### config.mk
export PLATFORM = sky130hd
export DESIGN_NAME = dxt_block_decoder_unit
export DESIGN_NICKNAME = d
export VERILOG_FILES = /design/src/sv/dxtbd_pkg.sv /design/src/sv/dxtbd_front.sv /design/src/sv/dxtbd_queue.sv /design/src/sv/dxtbd_back.sv /design/src/sv/dxt_block_decoder_unit.sv
export SDC_FILE = /design/constraint.sdc
export NUM_CORES = 2
export LEC_CHECK = 0
export BUFFER_PORTS_ARGS = -buffer_cell sky130_fd_sc_hd__buf_2
export CORE_MARGIN = 2
export CORE_UTILIZATION = 64
export DETAILED_ROUTE_END_ITERATION = 10
export GPL_ROUTABILITY_DRIVEN = 0
export GPL_TIMING_DRIVEN = 0
export PLACE_DENSITY = 0.82
export SLEW_MARGIN = 10
export SYNTH_ARGS = -nofsm -noshare
export SYNTH_HDL_FRONTEND = slang
export SYNTH_SLANG_ARGS = --single-unit
### constraint.sdc
create_clock -name i_clk -period 16 [get_ports i_clk]
set_input_delay 3.2 -clock i_clk [delete_from_list [all_inputs] [get_ports i_clk]]
set_output_delay 3.2 -clock i_clk [all_outputs]
set_load 0.01 [all_outputs]
### src/sv/dxtbd_pkg.sv
`timescale 1ns / 1ps
// Types, constants and arithmetic helpers for the DXT block decoder.
// No dependencies; imported by every module of the block.
package dxtbd_pkg;

    localparam int DXTBD_QUEUE_DEPTH = 2;

    localparam logic [1:0] FMT_DXT1   = 2'd0;
    localparam int         FMT_INTERP_BIT = 1;

    typedef struct packed {
        logic [63:0] alpha_block;
        logic [63:0] color_block;
    } t_in;

    typedef struct packed {
        logic [1:0]  row_index;
        logic [63:0] texels_left;
        logic [63:0] texels_right;
        logic        last_row;
    } t_out;

    typedef struct packed {
        logic [63:0] ablk;
        logic [63:0] cblk;
        logic        dxt1;
        logic        interp;
        logic        three;
        logic        agt;
    } t_class;

    typedef struct packed {
        logic [3:0][31:0] pal;
        logic [7:0][7:0]  acode;
        logic [15:0][1:0] cidx;
        logic [15:0][3:0] anib;
        logic [15:0][2:0] aidx;
        logic             dxt1;
        logic             interp;
    } t_entry;

    function automatic logic [7:0] expand5(input logic [4:0] v);
        return {v, v[4:2]};
    endfunction

    function automatic logic [7:0] expand6(input logic [5:0] v);
        return {v, v[5:4]};
    endfunction

    // x <= 765
    function automatic logic [7:0] div3(input logic [9:0] x);
        logic [20:0] p;
        p = {11'd0, x} * 21'd683;
        return p[18:11];
    endfunction

    // x <= 1275
    function automatic logic [7:0] div5(input logic [10:0] x);
        logic [23:0] p;
        p = {13'd0, x} * 24'd3277;
        return p[21:14];
    endfunction

    // x <= 1785
    function automatic logic [7:0] div7(input logic [10:0] x);
        logic [23:0] p;
        p = {13'd0, x} * 24'd2341;
        return p[21:14];
    endfunction

endpackage

### src/sv/dxtbd_front.sv
`timescale 1ns / 1ps
// Front end: format register, block intake and classification, palette build.
// Depends on dxtbd_pkg; feeds dxtbd_queue.
module dxtbd_front
    import dxtbd_pkg::*;
#(
    parameter int QUEUE_DEPTH = DXTBD_QUEUE_DEPTH,
    localparam int CW = $clog2(QUEUE_DEPTH + 1)
) (
    input  logic          i_clk,
    input  logic          i_rst_n,
    input  logic          i_cfg_we,
    input  logic [1:0]    i_cfg_data,
    input  logic          i_start,
    input  t_in           i_block,
    input  logic [CW-1:0] i_q_count,
    output logic          o_busy,
    output logic          o_push,
    output t_entry        o_entry
);

    logic [1:0] r_format;
    logic       r_s1_vld;
    t_class     r_s1;
    t_class     n_s1;
    logic       w_accept;
    logic [CW:0] w_used;

    assign w_used   = {1'b0, i_q_count} + (CW + 1)'(r_s1_vld);
    assign o_busy   = w_used >= (CW + 1)'(QUEUE_DEPTH);
    assign w_accept = i_start && !o_busy;

    always_comb begin
        n_s1.ablk   = i_block.alpha_block;
        n_s1.cblk   = i_block.color_block;
        n_s1.dxt1   = (r_format == FMT_DXT1);
        n_s1.interp = r_format[FMT_INTERP_BIT];
        n_s1.three  = (r_format == FMT_DXT1) &&
                      (i_block.color_block[15:0] <= i_block.color_block[31:16]);
        n_s1.agt    = i_block.alpha_block[7:0] > i_block.alpha_block[15:8];
    end

    always_ff @(posedge i_clk) begin
        if (!i_rst_n) begin
            r_format <= FMT_DXT1;
            r_s1_vld <= 1'b0;
        end else begin
            if (i_cfg_we) begin
                r_format <= i_cfg_data;
            end
            r_s1_vld <= w_accept;
        end
        if (w_accept) begin
            r_s1 <= n_s1;
        end
    end

    always_comb begin
        logic [2:0][7:0] c0;
        logic [2:0][7:0] c1;
        logic [2:0][7:0] m2;
        logic [2:0][7:0] m3;
        logic [7:0]      a0;
        logic [7:0]      a1;
        logic [10:0]     ws;
        c0[0] = expand5(r_s1.cblk[15:11]);
        c0[1] = expand6(r_s1.cblk[10:5]);
        c0[2] = expand5(r_s1.cblk[4:0]);
        c1[0] = expand5(r_s1.cblk[31:27]);
        c1[1] = expand6(r_s1.cblk[26:21]);
        c1[2] = expand5(r_s1.cblk[20:16]);
        for (int ch = 0; ch < 3; ch++) begin
            if (r_s1.three) begin
                m2[ch] = 8'(({1'b0, c0[ch]} + {1'b0, c1[ch]}) >> 1);
                m3[ch] = 8'd0;
            end else begin
                m2[ch] = div3({1'b0, c0[ch], 1'b0} + {2'd0, c1[ch]});
                m3[ch] = div3({2'd0, c0[ch]} + {1'b0, c1[ch], 1'b0});
            end
        end
        o_entry.pal[0] = {8'hFF, c0[2], c0[1], c0[0]};
        o_entry.pal[1] = {8'hFF, c1[2], c1[1], c1[0]};
        o_entry.pal[2] = {8'hFF, m2[2], m2[1], m2[0]};
        o_entry.pal[3] = {(r_s1.three ? 8'h00 : 8'hFF), m3[2], m3[1], m3[0]};

        a0 = r_s1.ablk[7:0];
        a1 = r_s1.ablk[15:8];
        o_entry.acode[0] = a0;
        o_entry.acode[1] = a1;
        for (int k = 1; k < 7; k++) begin
            if (r_s1.agt) begin
                ws = 11'(7 - k) * {3'd0, a0} + 11'(k) * {3'd0, a1};
                o_entry.acode[k + 1] = div7(ws);
            end else if (k < 5) begin
                ws = 11'(5 - k) * {3'd0, a0} + 11'(k) * {3'd0, a1};
                o_entry.acode[k + 1] = div5(ws);
            end else begin
                ws = 11'd0;
                o_entry.acode[k + 1] = (k == 5) ? 8'h00 : 8'hFF;
            end
        end

        o_entry.cidx   = r_s1.cblk[63:32];
        o_entry.anib   = r_s1.ablk;
        o_entry.aidx   = r_s1.ablk[63:16];
        o_entry.dxt1   = r_s1.dxt1;
        o_entry.interp = r_s1.interp;
    end

    assign o_push = r_s1_vld;

endmodule

### src/sv/dxtbd_queue.sv
`timescale 1ns / 1ps
// Short queue of decoded block palettes between front and back end.
// Depends on dxtbd_pkg for the entry type.
module dxtbd_queue
    import dxtbd_pkg::*;
#(
    parameter int QUEUE_DEPTH = DXTBD_QUEUE_DEPTH,
    localparam int CW = $clog2(QUEUE_DEPTH + 1),
    localparam int PW = $clog2(QUEUE_DEPTH)
) (
    input  logic          i_clk,
    input  logic          i_rst_n,
    input  logic          i_push,
    input  t_entry        i_entry,
    input  logic          i_pop,
    output t_entry        o_head,
    output logic          o_valid,
    output logic [CW-1:0] o_count
);

    t_entry        r_mem [QUEUE_DEPTH];
    logic [PW-1:0] r_wr_ptr;
    logic [PW-1:0] r_rd_ptr;
    logic [CW-1:0] r_count;

    function automatic logic [PW-1:0] next_ptr(input logic [PW-1:0] p);
        return (p == PW'(QUEUE_DEPTH - 1)) ? '0 : p + 1'b1;
    endfunction

    always_ff @(posedge i_clk) begin
        if (!i_rst_n) begin
            r_wr_ptr <= '0;
            r_rd_ptr <= '0;
            r_count  <= '0;
        end else begin
            if (i_push) begin
                r_wr_ptr <= next_ptr(r_wr_ptr);
            end
            if (i_pop) begin
                r_rd_ptr <= next_ptr(r_rd_ptr);
            end
            r_count <= r_count + CW'(i_push) - CW'(i_pop);
        end
        if (i_push) begin
            r_mem[r_wr_ptr] <= i_entry;
        end
    end

    assign o_head  = r_mem[r_rd_ptr];
    assign o_valid = (r_count != '0);
    assign o_count = r_count;

endmodule

### src/sv/dxtbd_back.sv
`timescale 1ns / 1ps
// Back end: emits the four texel rows of the head block, one row per cycle while the queue holds a block.
// Depends on dxtbd_pkg; reads dxtbd_queue.
module dxtbd_back
    import dxtbd_pkg::*;
(
    input  logic   i_clk,
    input  logic   i_rst_n,
    input  logic   i_valid,
    input  t_entry i_entry,
    output logic   o_pop,
    output logic   o_strobe,
    output t_out   o_result
);

    logic [1:0] r_row;
    logic       r_strobe;
    t_out       r_result;
    t_out       n_result;

    always_comb begin
        logic [3:0][31:0] tex;
        logic [3:0]       ti;
        logic [31:0]      t;
        logic [7:0]       a;
        for (int col = 0; col < 4; col++) begin
            ti = {r_row, 2'(col)};
            t  = i_entry.pal[i_entry.cidx[ti]];
            a  = i_entry.interp ? i_entry.acode[i_entry.aidx[ti]]
                                : {i_entry.anib[ti], i_entry.anib[ti]};
            tex[col] = i_entry.dxt1 ? t : {a, t[23:0]};
        end
        n_result.row_index    = r_row;
        n_result.texels_left  = {tex[1], tex[0]};
        n_result.texels_right = {tex[3], tex[2]};
        n_result.last_row     = (r_row == 2'd3);
    end

    assign o_pop = i_valid && (r_row == 2'd3);

    always_ff @(posedge i_clk) begin
        if (!i_rst_n) begin
            r_row    <= 2'd0;
            r_strobe <= 1'b0;
        end else begin
            r_strobe <= i_valid;
            if (i_valid) begin
                r_row <= r_row + 2'd1;
            end
        end
        if (i_valid) begin
            r_result <= n_result;
        end
    end

    assign o_strobe = r_strobe;
    assign o_result = r_result;

endmodule

### src/sv/dxt_block_decoder_unit.sv
`timescale 1ns / 1ps
// DXT1/DXT3/DXT5 block decoder top: front end, palette queue, row emitter.
// Order: the first row strobes once the block has passed the stage-1 register, the queue and the
// row output register; rows follow back to back, one row per cycle while the queue holds a block.
// Reset: format returns to DXT1, queue and row counter empty; results cannot be stalled.
// Depends on dxtbd_pkg, dxtbd_front, dxtbd_queue, dxtbd_back.
module dxt_block_decoder_unit
    import dxtbd_pkg::*;
#(
    parameter int QUEUE_DEPTH = DXTBD_QUEUE_DEPTH
) (
    input  logic       i_clk,
    input  logic       i_rst_n,
    input  logic       i_cfg_we,
    input  logic [1:0] i_cfg_data,
    input  logic       start,
    output logic       busy,
    input  t_in        i_block,
    output logic       strobe,
    output t_out       o_row
);

    localparam int CW = $clog2(QUEUE_DEPTH + 1);

    logic          w_push;
    t_entry        w_push_entry;
    logic          w_pop;
    t_entry        w_head;
    logic          w_head_vld;
    logic [CW-1:0] w_count;

    dxtbd_front #(.QUEUE_DEPTH(QUEUE_DEPTH)) u_front (
        .i_clk      (i_clk),
        .i_rst_n    (i_rst_n),
        .i_cfg_we   (i_cfg_we),
        .i_cfg_data (i_cfg_data),
        .i_start    (start),
        .i_block    (i_block),
        .i_q_count  (w_count),
        .o_busy     (busy),
        .o_push     (w_push),
        .o_entry    (w_push_entry)
    );

    dxtbd_queue #(.QUEUE_DEPTH(QUEUE_DEPTH)) u_queue (
        .i_clk   (i_clk),
        .i_rst_n (i_rst_n),
        .i_push  (w_push),
        .i_entry (w_push_entry),
        .i_pop   (w_pop),
        .o_head  (w_head),
        .o_valid (w_head_vld),
        .o_count (w_count)
    );

    dxtbd_back u_back (
        .i_clk    (i_clk),
        .i_rst_n  (i_rst_n),
        .i_valid  (w_head_vld),
        .i_entry  (w_head),
        .o_pop    (w_pop),
        .o_strobe (strobe),
        .o_result (o_row)
    );

    a_no_overflow: assert property (@(posedge i_clk) disable iff (!i_rst_n)
        w_push && !w_pop |-> w_count < CW'(QUEUE_DEPTH))
        else $error("queue written while full");

    a_row_order: assert property (@(posedge i_clk) disable iff (!i_rst_n)
        strobe && o_row.row_index != 2'd0 |->
            $past(strobe) && ($past(o_row.row_index) + 2'd1 == o_row.row_index))
        else $error("row emitted out of order");

    a_block_end: assert property (@(posedge i_clk) disable iff (!i_rst_n)
        strobe && o_row.row_index == 2'd3 |=> !strobe || o_row.row_index == 2'd0)
        else $error("row sequence not restarted after last row");

endmodule
# [Word-level counts from Yosys, hierarchy flattened]
# Memories as Yosys holds them, arrays and structs flattened. A register that Yosys moved wholly into a read port is not among the register bits.
# Index checks and enable logic that the tools add are counted.
[totals] n_memories=1 ramBits=628 input_bits=134 ff_bits=273
[memory_table] name="u_queue.r_mem" words=2 width=314 read_ports=1 rd_clocked_by_memory_dff=1 write_ports=1 line="dxtbd_queue.sv:21" source="t_entry r_mem [QUEUE_DEPTH];"
[classes] n_lt_le_gt_ge=15 reduce_logical=6 mux=67 multipliers=22 n_eq_ne=1 n_addsub=25
[op_table] cell="$bmux W32 S2" count=4
[op_table] cell="$mux W32" count=8
[op_table] cell="$mul A11 B12 Y22 const B" count=10
[op_table] cell="$mux W8" count=21
[op_table] cell="$mul A10 B10 Y19 const B" count=6
[op_table] cell="$bmux W8 S3" count=4
[op_table] cell="$mul A2 B8 Y10 const A" count=4
[op_table] cell="$bmux W4 S2" count=4
[op_table] cell="$add A8 B9 Y10" count=3
[op_table] cell="$add A9 B8 Y10" count=3
[op_table] cell="$add A8 B8 Y9" count=3
[op_table] cell="$bmux W3 S2" count=4
[op_table] cell="$add A10 B10 Y11" count=2
[op_table] cell="$mul A3 B8 Y11 const A" count=2
[op_table] cell="$lt A4 B5 Y1 const B" count=4
[op_table] cell="$bmux W2 S2" count=4
[op_table] cell="$le A16 B16 Y1" count=1
[op_table] cell="$lt A3 B4 Y1 const B" count=4
[op_table] cell="$mux W4" count=4
[op_table] cell="$lt A2 B3 Y1 const B" count=4
[op_table] cell="$mux W3" count=4
[op_table] cell="$add A10 B8 Y11" count=1
[op_table] cell="$add A10 B9 Y11" count=1
[op_table] cell="$add A11 B8 Y11" count=1
[op_table] cell="other kinds (19)" count=30

# [Logic depth before layout (Yosys ltp)]
[logic_depth] word_depth=6 mapped_depth=34

# [Hierarchy]
# A second synthesis with hierarchy kept.
[unflattened] hier_cells=5681 area_unflattened_um2=75652.6
[by_module_without_submodules] mod="dxtbd_front" cells_each=3850 area_per_inst_um2=38495.7 n_inst=1
[by_module_without_submodules] mod="dxtbd_queue" cells_each=1072 area_per_inst_um2=26167.6 n_inst=1
[by_module_without_submodules] mod="dxtbd_back" cells_each=759 area_per_inst_um2=10989.3 n_inst=1

# [Worst setup path after synthesis]
# Ideal clock, no wire load.
[synth_path] path_type="reg2reg" startpoint="register u_front.r_s1_vld, in the netlist u_front.o_push" endpoint="register u_queue.r_wr_ptr" stages_incl_launch_ff=3 path_slack_ns=4.797 arrival_ns=11.099 n_path_buf=0 setup_ns=0.105 required_ns=15.895 synth_period_minus_slack_ns=11.203 path_cell_list="dfxtp_1 > nor2b_1 > o21a_1"
[synth_rtl] item="start: declaration" line="dxtbd_front.sv:23" source="logic r_s1_vld;"
[synth_rtl] item="start signal: assignment" line="dxtbd_front.sv:51" source="r_s1_vld <= w_accept;"
[synth_rtl] item="end signal: assignment" line="dxtbd_queue.sv:37" source="r_wr_ptr <= next_ptr(r_wr_ptr);"
[synth_rtl] item="end: declaration" line="dxtbd_queue.sv:22" source="logic [PW-1:0] r_wr_ptr;"

==> metrics.txt <==
status complete, no violations; DRC viols 0; GR Overflow Total 0; I/O Buffers approximately 270; final setup vio count 0; H-tree depth 3; most frequent cells in the layout ha_1, inv_1, edfxtp_1, fa_1, buf_2; WL per Instance 22.7 µm; Syn. warnings 0; largest net degree at the start of global routing 100; fraction of registers with async set/reset 0%; CP most frequent cell ha_1; crit-path max FO 10; synthesis-stage register bit count 728; 1st-iter DRT viols around 5200; clk_skew around 0.055 ns; Rows 115; Synth-to-Final Area Change 9.61%; CP max stage cell edfxtp_1; Post-synth EDFFs 717; critical path type flop to flop; initial antenna violation count 11; vias in the first global route 46200; Routed Antenna Nets 0; Worst Path Arrival 9.69 ns; gr usage total approximately a third; Die Area roughly 100000 µm²; Tightest Hold Check Type flop to flop; Tcrit/Tclk final 57.9%; Least-Margin Pin Slew roughly 1.2 ns; max frequency 108 MHz; CP top delay family adder cells; hold_ws 0.445 ns; post-synth top area cell edfxtp_1; Sink Count 728; Die Y approximately 320 µm; Die Wd 318 µm; total CTS buffers 76; # hold bufs at CTS 0; Final Hold Fails 0; via count approximately 45000; sequential area share after synthesis approximately 34%; post-CTS sizing 0; Area contributors post-synth edfxtp_1, ha_1, fa_1, inv_1, mux2i_1; pins over their slew limit 0; Final HPWL DP approximately 130000 µm; Total Routed Length about 160000 µm; Post CTS Setup Buffer Count 0; Initial Utilization between 60% and 70%; Root Buffer Master clkbuf_16; Synth cell types 80; first-pass GRT wire length roughly 250000 µm; Synth top area share 34.1%; fin crit period slightly above 9 ns; Via density 6.27; CTS max path bufs 3; Relative slew margins ~15%; RSZ-0062 raised after global routing no; CP bufs+invs 4; share of layout cells above drive strength 1 10.6%; Syn Inst Count 5466; final net count 7487; Synth Area per Inst about 12 µm²; commonest non-fill, non-tap cell in the layout ha_1; ys flop type edfxtp_1; I/O Pins around 270; fillers approximately 6700; CTS tree yes; max-capacitance violation count 0; latest clock arrival within the worst-skew pair 0.68 ns; Critical Path RT 16.43 ns; core box area about 98000 µm²; syn_nets 7122; CP startpoint kind flop; mapped cell area between 60000 and 70000 µm²; Pre-antenna DRT Iters 10; CP max stage delay a little over 0.6 ns; clock-pin slew on the worst setup and hold paths approximately 0.06 ns; CP endpoint kind flop
final timing paths:
kind	startpoint	depth (start not counted)	slack [ns]	to
hold / removal	u_front.o_entry[121]$_DFFE_PP_	0	0.45	u_queue.r_mem[1][121]$_DFFE_PP_
setup / recovery	u_front.o_entry[58]$_DFFE_PP_	30	6.74	u_queue.r_mem[1][185]$_DFFE_PP_
hold reg to reg	u_front.o_entry[121]$_DFFE_PP_	0	0.45	u_queue.r_mem[1][121]$_DFFE_PP_
setup reg to reg	u_front.o_entry[58]$_DFFE_PP_	30	6.74	u_queue.r_mem[1][185]$_DFFE_PP_
through the flow:
stage	util [%]	setup WS (ns)	instances	instance area [µm²]	setup TNS, ns
2_1_floorplan	-	4.80	5466	63200	0
3_3_place_gp	67.4	-0.592	7019	66200	-122.29
3_5_place_dp	67.9	6.71	7038	66600	0
4_1_cts	70.5	6.63	7178	69200	0
5_1_grt	70.6	6.27	7181	69300	0
6_report	70.6	6.74	7184	69300	0
cells by family after synthesis:
logic type      count (synthesis)  synth area share (%)
fa+ha+maj                    1522                  34.5
mux                           309                  5.87
xor+xnor                      287                  4.00
buf+inv                       877                  5.52
simple gates                  741                  5.36
compound gates               1002                  10.3
flops                         728                  34.4
routing by layer:
metal	up-vias	track usage [%]	wire length (µm)
li1	20300	-	-
met1	21700	40.6	61700
met2	2399	52.8	76000
met3	635	5.87	15100
met4	10	17.4	10400
met5	-	0	73
cell type report:
type	instances	area [µm²]	share of cell area (%)
clock buffers	91	1980	2.85
plain buffers	140	721	1.04
well taps	1287	1610	2.32
inverters	737	2770	4.00
diodes	4	10.0	0.0144
repair buffers	287	1820	2.63
multi-input cells	3861	38000	54.8
clock inverters	49	634	0.915
flip-flops and latches	728	21800	31.4
synth_stat cells (all sizes together), types with 73 or more instances:
| cell | count |
|---|---|
| ha | 1151 |
| inv | 736 |
| edfxtp | 717 |
| fa | 371 |
| nor2 | 279 |
| a21oi | 271 |
| nand2 | 203 |
| o21ai | 201 |
| xnor2 | 197 |
| mux2i | 186 |
| o211ai | 106 |
| a211oi | 91 |
| xor2 | 89 |
| a21o | 83 |
| mux2 | 83 |
| o31ai | 75 |
| clkbuf | 73 |
registers in the layout, summed over array words and instances, names as in the netlist, named ones only:
register / count
u_front.r_format: 2
u_back.o_result: 131
u_queue.r_mem: 454
u_back.o_strobe: 1
u_queue.o_count: 2
u_front.o_entry: 130
u_queue.r_wr_ptr: 1
u_back.r_row: 2
u_front.r_s1: 2
u_front.o_push: 1
u_queue.r_rd_ptr: 1
Power is left out: the tool's default activity adds up to more than one toggle a clock period on the data nets, which glitch-free logic cannot reach.
